## config.mk

```make
export PLATFORM = sky130hd
export DESIGN_NAME = mul_div_mac_arith_unit
export DESIGN_NICKNAME = d
export VERILOG_FILES = /design/src/rtl/mdma_pkg.sv /design/src/rtl/mdma_addsub.sv /design/src/rtl/mdma_ctrl.sv /design/src/rtl/mdma_datapath.sv /design/src/rtl/mul_div_mac_arith_unit.sv
export VERILOG_INCLUDE_DIRS = /design/src /design/src/rtl
export SDC_FILE = /design/constraint.sdc
export NUM_CORES = 1
export LEC_CHECK = 0
export BUFFER_PORTS_ARGS = -buffer_cell sky130_fd_sc_hd__buf_2
export CORE_MARGIN = 10
export CORE_UTILIZATION = 40
export DETAILED_ROUTE_END_ITERATION = 12
export PLACE_DENSITY = 0.64
export SETUP_SLACK_MARGIN = 0.5
export SYNTH_ARGS = -nofsm -noshare
export SYNTH_HDL_FRONTEND = slang
export SYNTH_SLANG_ARGS = --single-unit
export TNS_END_PERCENT = 50
```

## constraint.sdc

```tcl
create_clock -name clk_i -period 4.4 [get_ports clk_i]
set_input_delay 0.22 -clock clk_i [delete_from_list [all_inputs] [get_ports clk_i]]
set_output_delay 0.22 -clock clk_i [all_outputs]
set_load 0.02 [all_outputs]
```

## src/rtl/assert_macros.svh

```systemverilog
// Assertion macros for the RTL files that carry checks.
// No dependencies; include by bare file name.
`ifndef ASSERT_MACROS_SVH
`define ASSERT_MACROS_SVH

// Implication check clocked on clk, disabled while active-low reset is low.
`define ASSERT_IMPL(label, clk, rst_n, prop) \
  label: assert property (@(posedge clk) disable iff (!rst_n) (prop)) \
    else $error("assertion failed");

// Condition that must never be true outside reset.
`define ASSERT_NEVER(label, clk, rst_n, cond) \
  label: assert property (@(posedge clk) disable iff (!rst_n) !(cond)) \
    else $error("forbidden condition seen");

`endif

```

## src/rtl/mdma_pkg.sv

```systemverilog
// Package for the multiply / divide / MAC unit: request and result types,
// mode bit positions, widths and the sequencer control struct. No dependencies.
`default_nettype none

package mdma_pkg;

  localparam int unsigned OpW     = 16;
  localparam int unsigned ProdW   = 2 * OpW;
  localparam int unsigned AccHiW  = 8;
  localparam int unsigned AccW    = ProdW + AccHiW;
  localparam int unsigned ModeW   = 2;
  localparam int unsigned StepCntW = $clog2(OpW);

  // Mode register bit positions
  localparam int unsigned ModeAccBit = 1;
  localparam int unsigned ModeDivBit = 0;

  typedef struct packed {
    logic signed [OpW-1:0] operand_a;
    logic [OpW-1:0]        operand_b;
  } in_req_t;

  typedef struct packed {
    logic [ProdW-1:0]  result_low;
    logic [AccHiW-1:0] result_high;
    logic              overflow_flag;
  } out_req_t;

  // Sequencer to datapath strobes
  typedef struct packed {
    logic load;
    logic step;
    logic fixup;
    logic accum;
    logic done;
  } ctrl_t;

endpackage

`default_nettype wire

```

## src/rtl/mdma_addsub.sv

```systemverilog
// Shared 17-bit add/subtract unit used by every multiply and divide step.
// Depends on mdma_pkg for the operand width.
`default_nettype none

module mdma_addsub
  import mdma_pkg::*;
(
  input  wire logic [OpW:0]   x_i,
  input  wire logic [OpW:0]   y_i,
  input  wire logic           sub_i,
  output logic      [OpW+1:0] sum_o
);

  logic [OpW:0] y_eff;

  // Subtract as x + ~y + 1; top bit then means "no borrow"
  assign y_eff = sub_i ? ~y_i : y_i;
  assign sum_o = {1'b0, x_i} + {1'b0, y_eff} + {{(OpW+1){1'b0}}, sub_i};

endmodule

`default_nettype wire

```

## src/rtl/mdma_ctrl.sv

```systemverilog
// Sequencer for the multiply / divide / MAC unit: load, 16 shared-unit
// steps, sign fixup, optional accumulate, result handoff. Uses mdma_pkg.
`default_nettype none

module mdma_ctrl
  import mdma_pkg::*;
(
  input  wire logic clk_i,
  input  wire logic rst_ni,
  input  wire logic in_valid_i,
  input  wire logic out_free_i,
  input  wire logic acc_mode_i,
  output logic      in_ready_o,
  output ctrl_t     ctrl_o
);

  typedef enum logic [4:0] {
    ST_IDLE = 5'b00001,
    ST_RUN  = 5'b00010,
    ST_FIX  = 5'b00100,
    ST_ACC  = 5'b01000,
    ST_DONE = 5'b10000
  } state_e;

  state_e              state_q, state_d;
  logic [StepCntW-1:0] cnt_q, cnt_d;

  // Next state and step counter
  always_comb begin
    state_d = state_q;
    cnt_d   = cnt_q;
    case (state_q)
      ST_IDLE: begin
        if (in_valid_i) begin
          state_d = ST_RUN;
          cnt_d   = StepCntW'(OpW - 1);
        end
      end
      ST_RUN: begin
        cnt_d = cnt_q - 1'b1;
        if (cnt_q == '0) state_d = ST_FIX;
      end
      ST_FIX:  state_d = acc_mode_i ? ST_ACC : ST_DONE;
      ST_ACC:  state_d = ST_DONE;
      ST_DONE: begin
        if (out_free_i) state_d = ST_IDLE;
      end
      default: state_d = ST_IDLE;
    endcase
  end

  always_ff @(posedge clk_i or negedge rst_ni) begin
    if (!rst_ni) begin
      state_q <= ST_IDLE;
      cnt_q   <= '0;
    end else begin
      state_q <= state_d;
      cnt_q   <= cnt_d;
    end
  end

  // Strobes to the datapath
  assign in_ready_o   = (state_q == ST_IDLE);
  assign ctrl_o.load  = (state_q == ST_IDLE) && in_valid_i;
  assign ctrl_o.step  = (state_q == ST_RUN);
  assign ctrl_o.fixup = (state_q == ST_FIX);
  assign ctrl_o.accum = (state_q == ST_ACC);
  assign ctrl_o.done  = (state_q == ST_DONE) && out_free_i;

endmodule

`default_nettype wire

```

## src/rtl/mdma_datapath.sv

```systemverilog
// Datapath: operand magnitudes, shift-add multiply / restoring divide on the
// shared adder, sign fixup and 40-bit accumulator. Uses mdma_pkg, mdma_addsub.
`default_nettype none

module mdma_datapath
  import mdma_pkg::*;
(
  input  wire logic             clk_i,
  input  wire logic             rst_ni,
  input  wire ctrl_t            ctrl_i,
  input  wire logic [ModeW-1:0] mode_i,
  input  wire in_req_t          in_data_i,
  output logic [ProdW-1:0]      acc_lo_o,
  output logic [AccHiW-1:0]     acc_hi_o,
  output logic                  ovf_o
);

  logic               is_div;
  logic [OpW-1:0]     hi_q, hi_d, lo_q, lo_d, b_q;
  logic               neg_q, div_q, bzero_q;
  logic [OpW-1:0]     a_raw, b_raw, a_mag, b_mag;
  logic [OpW:0]       rem_sh, add_x, add_y;
  logic [OpW+1:0]     add_sum;
  logic               ge;
  logic [ProdW-1:0]   mag, fix_val;
  logic [OpW-1:0]     q_fix, r_fix;
  logic [AccW:0]      acc_sum;
  logic [ProdW-1:0]   acc_lo_q;
  logic [AccHiW-1:0]  acc_hi_q;
  logic               ovf_q;

  assign is_div = !mode_i[ModeAccBit] && mode_i[ModeDivBit];

  // Operand magnitudes at load; the divisor is taken unsigned
  assign a_raw = in_data_i.operand_a;
  assign b_raw = in_data_i.operand_b;
  assign a_mag = a_raw[OpW-1] ? (~a_raw + 1'b1) : a_raw;
  assign b_mag = (!is_div && b_raw[OpW-1]) ? (~b_raw + 1'b1) : b_raw;

  // Shared unit operands: add multiplicand, or trial-subtract divisor
  assign rem_sh = {hi_q, lo_q[OpW-1]};
  assign add_x  = div_q ? rem_sh : {1'b0, hi_q};
  assign add_y  = div_q ? {1'b0, b_q} : ((lo_q[0]) ? {1'b0, b_q} : '0);

  mdma_addsub u_addsub (
    .x_i   (add_x),
    .y_i   (add_y),
    .sub_i (div_q),
    .sum_o (add_sum)
  );

  assign ge = add_sum[OpW+1];

  // Sign fixup of the unsigned core result
  assign mag     = {hi_q, lo_q};
  assign q_fix   = neg_q ? (~lo_q + 1'b1) : lo_q;
  assign r_fix   = neg_q ? (~hi_q + 1'b1) : hi_q;
  always_comb begin
    if (div_q) begin
      fix_val = bzero_q ? '0 : {r_fix, q_fix};
    end else begin
      fix_val = neg_q ? (~mag + 1'b1) : mag;
    end
  end

  // Core register pair update
  always_comb begin
    hi_d = hi_q;
    lo_d = lo_q;
    if (ctrl_i.load) begin
      hi_d = '0;
      lo_d = a_mag;
    end else if (ctrl_i.step) begin
      if (div_q) begin
        hi_d = ge ? add_sum[OpW-1:0] : rem_sh[OpW-1:0];
        lo_d = {lo_q[OpW-2:0], ge};
      end else begin
        hi_d = add_sum[OpW:1];
        lo_d = {add_sum[0], lo_q[OpW-1:1]};
      end
    end else if (ctrl_i.fixup) begin
      hi_d = fix_val[ProdW-1:OpW];
      lo_d = fix_val[OpW-1:0];
    end
  end

  always_ff @(posedge clk_i) begin
    hi_q <= hi_d;
    lo_q <= lo_d;
    if (ctrl_i.load) begin
      b_q     <= b_mag;
      div_q   <= is_div;
      bzero_q <= (b_raw == '0);
      neg_q   <= is_div ? a_raw[OpW-1] : (a_raw[OpW-1] ^ b_raw[OpW-1]);
    end
  end

  // 40-bit accumulate with one guard bit for overflow
  assign acc_sum = {acc_hi_q[AccHiW-1], acc_hi_q, acc_lo_q}
                 + {{(AccHiW+1){hi_q[OpW-1]}}, hi_q, lo_q};

  // Architectural accumulator state
  always_ff @(posedge clk_i or negedge rst_ni) begin
    if (!rst_ni) begin
      acc_lo_q <= '0;
      acc_hi_q <= '0;
      ovf_q    <= 1'b0;
    end else if (ctrl_i.fixup && !mode_i[ModeAccBit]) begin
      acc_lo_q <= fix_val;
    end else if (ctrl_i.accum) begin
      acc_lo_q <= acc_sum[ProdW-1:0];
      acc_hi_q <= acc_sum[AccW-1:ProdW];
      ovf_q    <= acc_sum[AccW] ^ acc_sum[AccW-1];
    end
  end

  assign acc_lo_o = acc_lo_q;
  assign acc_hi_o = acc_hi_q;
  assign ovf_o    = ovf_q;

endmodule

`default_nettype wire

```

## src/rtl/mul_div_mac_arith_unit.sv

```systemverilog
// Signed 16x16 multiply, 16/16 divide and multiply-accumulate into a 40-bit
// accumulator.
//
// Channels: in_data_i carries operand_a (signed) and operand_b; a request is
// taken when in_valid_i and in_ready_o are both high. out_data_o returns the
// accumulator low word, high byte and overflow flag after the operation, one
// result per request, handed over on out_valid_o and out_ready_i.
// cfg_we_i / cfg_wdata_i write the 2-bit mode (bit1 accumulate, else bit0
// divide, else multiply); write it only while the unit is idle.
//
// Sequence: the accept edge loads the operands, then 16 steps of the shared
// 17-bit add/subtract unit (one shift-add or one restoring-divide step each),
// a sign fixup state, an accumulate state in MAC mode and a handoff state,
// after which out_valid_o rises. in_ready_o is high only while the sequencer
// is idle, so a new request is taken only after the last one has left the
// handoff state.
// A result waiting in the output register does not block a new request; the
// handoff cycle stretches while the receiver stalls with a result still held.
// Reset clears the mode, the accumulator, the flag and all control state.
// Depends on mdma_pkg, mdma_ctrl, mdma_datapath, mdma_addsub, assert_macros.svh.
`default_nettype none

`include "assert_macros.svh"

module mul_div_mac_arith_unit
  import mdma_pkg::*;
(
  input  wire logic             clk_i,
  input  wire logic             rst_ni,
  input  wire logic             cfg_we_i,
  input  wire logic [ModeW-1:0] cfg_wdata_i,
  input  wire logic             in_valid_i,
  output logic                  in_ready_o,
  input  wire in_req_t          in_data_i,
  output logic                  out_valid_o,
  input  wire logic             out_ready_i,
  output out_req_t              out_data_o
);

  logic [ModeW-1:0]  mode_q;
  ctrl_t             ctrl;
  logic              out_valid_q;
  out_req_t          out_data_q;
  logic              out_free;
  logic [ProdW-1:0]  acc_lo;
  logic [AccHiW-1:0] acc_hi;
  logic              ovf;

  // Mode register
  always_ff @(posedge clk_i or negedge rst_ni) begin
    if (!rst_ni) begin
      mode_q <= '0;
    end else if (cfg_we_i) begin
      mode_q <= cfg_wdata_i;
    end
  end

  assign out_free = !out_valid_q || out_ready_i;

  mdma_ctrl u_ctrl (
    .clk_i      (clk_i),
    .rst_ni     (rst_ni),
    .in_valid_i (in_valid_i),
    .out_free_i (out_free),
    .acc_mode_i (mode_q[ModeAccBit]),
    .in_ready_o (in_ready_o),
    .ctrl_o     (ctrl)
  );

  mdma_datapath u_datapath (
    .clk_i     (clk_i),
    .rst_ni    (rst_ni),
    .ctrl_i    (ctrl),
    .mode_i    (mode_q),
    .in_data_i (in_data_i),
    .acc_lo_o  (acc_lo),
    .acc_hi_o  (acc_hi),
    .ovf_o     (ovf)
  );

  // Output register
  always_ff @(posedge clk_i or negedge rst_ni) begin
    if (!rst_ni) begin
      out_valid_q <= 1'b0;
    end else if (ctrl.done) begin
      out_valid_q <= 1'b1;
    end else if (out_ready_i) begin
      out_valid_q <= 1'b0;
    end
  end

  always_ff @(posedge clk_i) begin
    if (ctrl.done) begin
      out_data_q.result_low    <= acc_lo;
      out_data_q.result_high   <= acc_hi;
      out_data_q.overflow_flag <= ovf;
    end
  end

  assign out_valid_o = out_valid_q;
  assign out_data_o  = out_data_q;

  // Checks
  `ASSERT_IMPL(a_busy_after_accept, clk_i, rst_ni, (in_valid_i && in_ready_o) |=> !in_ready_o)
  `ASSERT_IMPL(a_ovf_only_on_mac, clk_i, rst_ni, !$stable(ovf) |-> $past(ctrl.accum))
  `ASSERT_IMPL(a_result_from_seq, clk_i, rst_ni, $rose(out_valid_o) |-> $past(ctrl.done))
  `ASSERT_NEVER(a_no_load_while_done, clk_i, rst_ni, ctrl.load && ctrl.done)

endmodule

`default_nettype wire
```

## Yosys cells after proc, flatten, opt, wreduce, memory -nomap -nowiden

Cells that the tools add are included.
Widths: inputs -> output; s select.

- Bits in registers: 145
- Bits in latches: 0
- Memory bits (writable): 0
- ROM bits: 0
- Input port bits: 39
- Output and inout bits: 43
- Memories kept: 0

- Add/sub/neg operators: 9
- Multiply operators: 0
- Divide/modulo/power cells: 0
- Order comparisons: 0
- Equal/unequal tests: 8
- Shift operators: 0
- Multiplexer cells: 31
- Bitwise operators: 9
- Reductions and logical operators: 19

Operators by type and width:

| kind | number |
|---|---|
| $mux 16 | 13 |
| $mux 32 | 5 |
| $add 16x1->16 const B | 4 |
| $not 16->16 | 4 |
| $mux 17 | 3 |
| $add 40x32->41 | 1 |
| $add 32x1->32 const B | 1 |
| $not 32->32 | 1 |
| $pmux 5 s5 | 1 |
| $mux 5 | 4 |
| $add 17x17->18 | 1 |
| $add 18x1->18 | 1 |
| $not 17->17 | 1 |
| $logic_not 16->1 | 1 |
| $pmux 4 s2 | 1 |
| $reduce_bool 2->1 | 4 |
| $eq 5x1->1 const B | 1 |
| $eq 5x2->1 const B | 1 |
| $eq 5x3->1 const B | 1 |
| $eq 5x4->1 const B | 1 |
| $eq 5x5->1 const B | 1 |
| $logic_and 1x1->1 | 5 |
| $logic_not 4->1 | 1 |
| $mux 4 | 1 |
| 11 further kinds | 18 |

## Longest topological paths before layout

- Depth in word-level cells: 9
- Gate-level depth with buffers: 18
- Gate-level depth less buffers: 14

## By module

A second synthesis with hierarchy kept.

- Cell total of the unflattened synthesis: 1325
- Area, all modules: 11612.4 sq um

Modules (own cells, without submodules):

| module | instances | cells each | area each (sq um) | sequential area each (sq um) |
|---|---|---|---|---|
| mdma_datapath | 1 | 1075 | 8647.0 | 2397.3 |
| mul_div_mac_arith_unit | 1 | 48 | 1341.3 | 1306.3 |
| mdma_addsub | 1 | 141 | 1074.8 | 0.0 |
| mdma_ctrl | 1 | 61 | 549.3 | 226.5 |

## Worst setup path after synthesis

No wires, ideal clock.

- Path kind: register -> register
- Start: reg u_datapath.div_q
- End: reg u_datapath.hi_q[13]
- Library setup time: 0.138 ns
- Arrival: 3.643 ns
- Path slack: 0.620 ns
- Stages on the path, launching flop included: 16
- Buffers on the path: 4
- Period minus slack after synthesis: 3.780 ns
- Path through: edfxtp_1 clkbuf_1 clkbuf_1 clkbuf_1 mux2_2 ha_1 a21o_1 a221o_1 a31oi_1 nor2_1 a21oi_1 o41ai_1 buf_2 mux2_2 mux2i_1 o221ai_1

- Longest elaborated chain between the ends: 8
- Elaborated cells between the ends (all ways): 11

Ends and longest elaborated chain:

| item | line | text |
|---|---|---|
| from (decl) | mdma_datapath.sv:20 | `logic neg_q, div_q, bzero_q;` |
| from (signal assigned) | mdma_datapath.sv:92 | `div_q <= is_div;` |
| $mux 17 | mdma_datapath.sv:43 | `assign add_y = div_q ? {1'b0, b_q} : ((lo_q[0]) ? {1'b0, b_q} : '0);` |
| $not 17->17 | mdma_addsub.sv:17 | `assign y_eff = sub_i ? ~y_i : y_i;` |
| $mux 17 | mdma_addsub.sv:17 |  |
| $add 17x17->18 | mdma_addsub.sv:18 | `assign sum_o = {1'b0, x_i} + {1'b0, y_eff} + {{(OpW+1){1'b0}}, sub_i};` |
| $add 18x1->18 | mdma_addsub.sv:18 |  |
| $mux 16 | mdma_datapath.sv:75 | `hi_d = ge ? add_sum[OpW-1:0] : rem_sh[OpW-1:0];` |
| $mux 16 | mdma_datapath.sv:74 | `if (div_q) begin` |
| $mux 16 (*) | mdma_datapath.sv:73 | `end else if (ctrl_i.step) begin` |
| to (signal assigned) | mdma_datapath.sv:88 | `hi_q <= hi_d;` |
| to (decl) | mdma_datapath.sv:19 | `logic [OpW-1:0] hi_q, hi_d, lo_q, lo_d, b_q;` |

Every way passes the cells marked *; elsewhere a longest branch is shown, timed or not. The select of a mux whose other input is x is not followed.
A chain may end at the register's enable or synchronous reset.

## Worst setup path after layout

Same ends and word-level chain as after synthesis.

==> out/results.tsv <==
stage	metric	value	unit
grt	grt_pass1_vias	8698	
cells_and_area	drive_gt1_share	13.8	%
worst_setup_path	rr_endpoint	u_datapath.hi_q[13]$_SDFFE_PP0P_	
sta	period_share	80.7	%
sta	setup_viol	0	
grt	grt_pass1_wl	46200	microns
worst_hold_path	holdCritStartpoint	cfg_wdata_i[0]	
status	status	finished clean	
worst_setup_path	worstSetupPathType	flip-flop to flip-flop	
yosys	ys_ff_latch	145	
yosys	synth_edf_count	76	
worst_setup_path	start_kind	flip-flop	
job	max_cap_violations	0	
yosys	synthCells	1168	
sta	slew_headroom	20.0	%
die	start_util	40.6	%
yosys	yosys.area.top_type_share	21.7	%
yosys	synthFlopType	edfxtp_1	
worst_setup_path	r2r_cells	16	
pwr	ir_drop	0.289	mV
clock_network	cts_buffers	17	
grt	grtUsageTotal	16.8	%
die	chipHeight	182	microns
routing	num_vias	9183	
routing	ant_nets	0	
cells_and_area	nNetsFinal	1330	
sta	setup_tns	0	ns
worst_hold_path	hp-class	input pin to flip-flop	
sta	rsz0062_at_grt	false	
sta	drv_slew	0	
yosys	synthArstFlopShare	36.6	%
routing	finalWirelength	28400	microns
clock_network	clk_path_buf_depth	2	
grt	grt_start_max_net_pins	54	
worst_setup_path	crit_path_end_kind	flip-flop	
sta	layout_setup_ws	0.850	ns
sta	whs	0.0195	ns
clock_network	clk_pin_slew	0.06	ns
routing	viasPerCell	5.82	
placement	dp_hpwl	21000	microns
yosys	synth.area.top_cells	edfxtp_1 22%, dfrtp_1 12%, ha_1 7.1%, o21ai_0 5.9%, xor2_1 5.0%	
clock_network	cts_tree	done	
cells_and_area	n_fill_cell	2522	
grt	antenna_found_initial	0	
clock_network	cts_setup_buffers	0	
placement	port_buffers	81	
placement	pre_cts_slack	0.754	ns
clock_network	ctsRootBufferMaster	clkbuf_16	
worst_setup_path	critical_path.max_fanout	28	
die	floorplan.rows	59	
grt	overflow	0	
worst_setup_path	rr_startpoint	u_datapath.div_q$_DFFE_PP_	
yosys	syn-num-nets	1269	
sta	skew	0.0104	ns
worst_setup_path	cp_data_required_time	4.69	ns
sta	tightest_slew	1.20	ns
yosys	seq_area_frac_synth	37.3	%
die	dieArea	0.0332	sq mm
worst_hold_path	whs_endpoint	mode_q[0]$_DFFE_PN0P_	
placement	finalWeightedCongestion	0.915	
yosys	yosysTopAreaCell	edfxtp_1	
routing	drtIter0Drc	781	
pwr	power_leakage	5.00	nW
yosys	yosys_warnings	0	
worst_hold_path	holdPathStages	2	
worst_setup_path	timing.reg2reg.setup_slack	0.85	ns
clock_network	clock_latency	0.43	ns
die	die_w	182	microns
die	fp.coreArea	0.0260	sq mm
cells_and_area	antenna_cells	0	
pwr	powerDensity	648	mW/mm^2
routing	firstDrtPassIters	5	
clock_network	clock_sinks	145	
cells_and_area	syn_to_final_growth	12.8	%
routing	detail_route.wl_per_cell	18.0	microns
yosys	netlist_area	0.0105	sq mm
sta	fmax	282	MHz
die	boundaryPins	82	
worst_setup_path	critPathArrivalTime	3.84	ns
sta	min_period	3.55	ns
yosys	syn_area_per_cell	9.02	sq um
routing	drc	0	
yosys	synthDistinctLibCells	70	
clock_network	ctsHtreeMaxLevel	4	
sta	hold_viol_final	0	
[worst max path at each step]
| stage | startpoint | end | depth (start not counted) |
|---|---|---|---|
| finish | u_datapath.div_q$_DFFE_PP_ | u_datapath.hi_q[13]$_SDFFE_PP0P_ | 16 |
| global route | u_datapath.lo_q[0]$_DFFE_PP_ | u_datapath.hi_q[13]$_SDFFE_PP0P_ | 16 |
| CTS | u_datapath.div_q$_DFFE_PP_ | u_datapath.hi_q[13]$_SDFFE_PP0P_ | 16 |
| detailed placement | u_datapath.div_q$_DFFE_PP_ | u_datapath.hi_q[13]$_SDFFE_PP0P_ | 16 |
| global placement | u_datapath.div_q$_DFFE_PP_ | u_datapath.hi_q[13]$_SDFFE_PP0P_ | 16 |
| floorplan | u_datapath.div_q$_DFFE_PP_ | u_datapath.hi_q[13]$_SDFFE_PP0P_ | 15 |
[layout by cell type, fill, tap and decap left out, drive strengths merged, types with 19 or more instances in the layout]
| cell type | Yosys | routed |
|---|---|---|
| buf | 4 | 98 |
| nand2 | 104 | 104 |
| xnor2 | 36 | 36 |
| edfxtp | 76 | 76 |
| xor2 | 60 | 60 |
| a21oi | 91 | 91 |
| clkbuf | 54 | 19 |
| inv | 27 | 31 |
| ha | 60 | 60 |
| a21o | 27 | 27 |
| a22oi | 21 | 21 |
| o21ai | 128 | 128 |
| dfrtp | 52 | 52 |
| nand3 | 21 | 21 |
| nor2 | 89 | 89 |
| mux2i | 29 | 29 |
[Yosys cell counts, drive strengths merged, types with 8 or more instances]
| library cell | count |
|---|---|
| nand4 | 10 |
| a22oi | 21 |
| a221o | 8 |
| inv | 27 |
| nand3 | 21 |
| dfrtp | 52 |
| clkbuf | 54 |
| a31oi | 16 |
| mux2i | 29 |
| or3 | 14 |
| dfxtp | 16 |
| o21bai | 9 |
| mux2 | 18 |
| nand2 | 104 |
| edfxtp | 76 |
| a21oi | 91 |
| and3 | 11 |
| a211oi | 16 |
| xnor2 | 36 |
| nor3 | 18 |
| o21ai | 128 |
| xor2 | 60 |
| a21o | 27 |
| nor2 | 89 |
| o22ai | 8 |
| o31ai | 14 |
| o221ai | 18 |
| o211ai | 8 |
| nand2b | 17 |
| ha | 60 |
[power by group]
part / total [mW] / switching (mW) / internal [mW]
logic: 3.94 / 2.36 / 1.58
clock network: 1.43 / 0.611 / 0.816
registers: 2.34 / 0.481 / 1.86
[kinds of logic after synthesis]
logic type	count (synthesis)	synth area share, %
simple gates	327	14.9
xor+xnor	96	7.98
mux	47	4.68
flops	145	37.3
buf+inv	85	3.10
fa+ha+maj	62	7.50
compound gates	406	24.6
[state kept, by name (all words and copies together), names as in the netlist]
name and flops:
u_datapath.ovf_o 1, mode_q 2, u_datapath.hi_q 16, u_datapath.acc_hi_o 8, out_data_o 41, out_valid_o 1, u_datapath.lo_q 16, u_datapath.bzero_q 1
u_ctrl.state_q 5, u_ctrl.cnt_q 4, u_datapath.b_q 16, u_datapath.acc_lo_o 32, u_datapath.div_q 1, u_datapath.neg_q 1
[metrics by stage]
step,area (sq um),total power [mW],util [%],cells
floorplan,10500,5.20,-,1168
global placement,11300,6.14,43.4,1543
detailed placement,11300,6.19,43.4,1543
CTS,11900,7.65,45.7,1577
global route,11900,8.29,45.8,1577
finish,11900,7.71,45.8,1577
[cell type report]
type / instances / area (sq um) / share of cell area (%)
clock buffers: 19 / 453 / 3.81
well taps: 335 / 419 / 3.52
multi-input cells: 938 / 6300 / 53.0
repair buffers: 100 / 561 / 4.71
flip-flops and latches: 145 / 3930 / 33.0
inverters: 27 / 101 / 0.852
clock inverters: 13 / 126 / 1.06
[critical path, stage by stage (launching register included)]
cell and delay (ns):
edfxtp_1 0.37, buf_6 0.28, nor2_2 0.12, buf_4 0.19
nand2_1 0.06, o21ai_0 0.08, ha_1 0.40, o21ai_0 0.11
nand2b_1 0.08, a21oi_1 0.08, nor2_1 0.22, a21oi_1 0.16
o41ai_2 0.39, buf_6 0.27, mux2_2 0.36, mux2i_1 0.14
o221ai_1 0.12
[repair_timing]
action / 4_1_cts / 5_1_grt
hold buffers: 2 / 0
hold endpoints to repair: 15 / 0
endpoints found under the setup margin: 0 / 4
gates resized for setup: 0 / 3
[routing by layer]
metal | GRT usage (%) | part of all wire, % | wire length [microns]
met2 | 26.2 | 44 | 12600
met4 | 4.75 | 1.3 | 364
met3 | 2.83 | 6.9 | 1950
met5 | 0 | 0 | 0
met1 | 23.4 | 47 | 13500
Note: power is estimated with default switching activity, not from simulation.
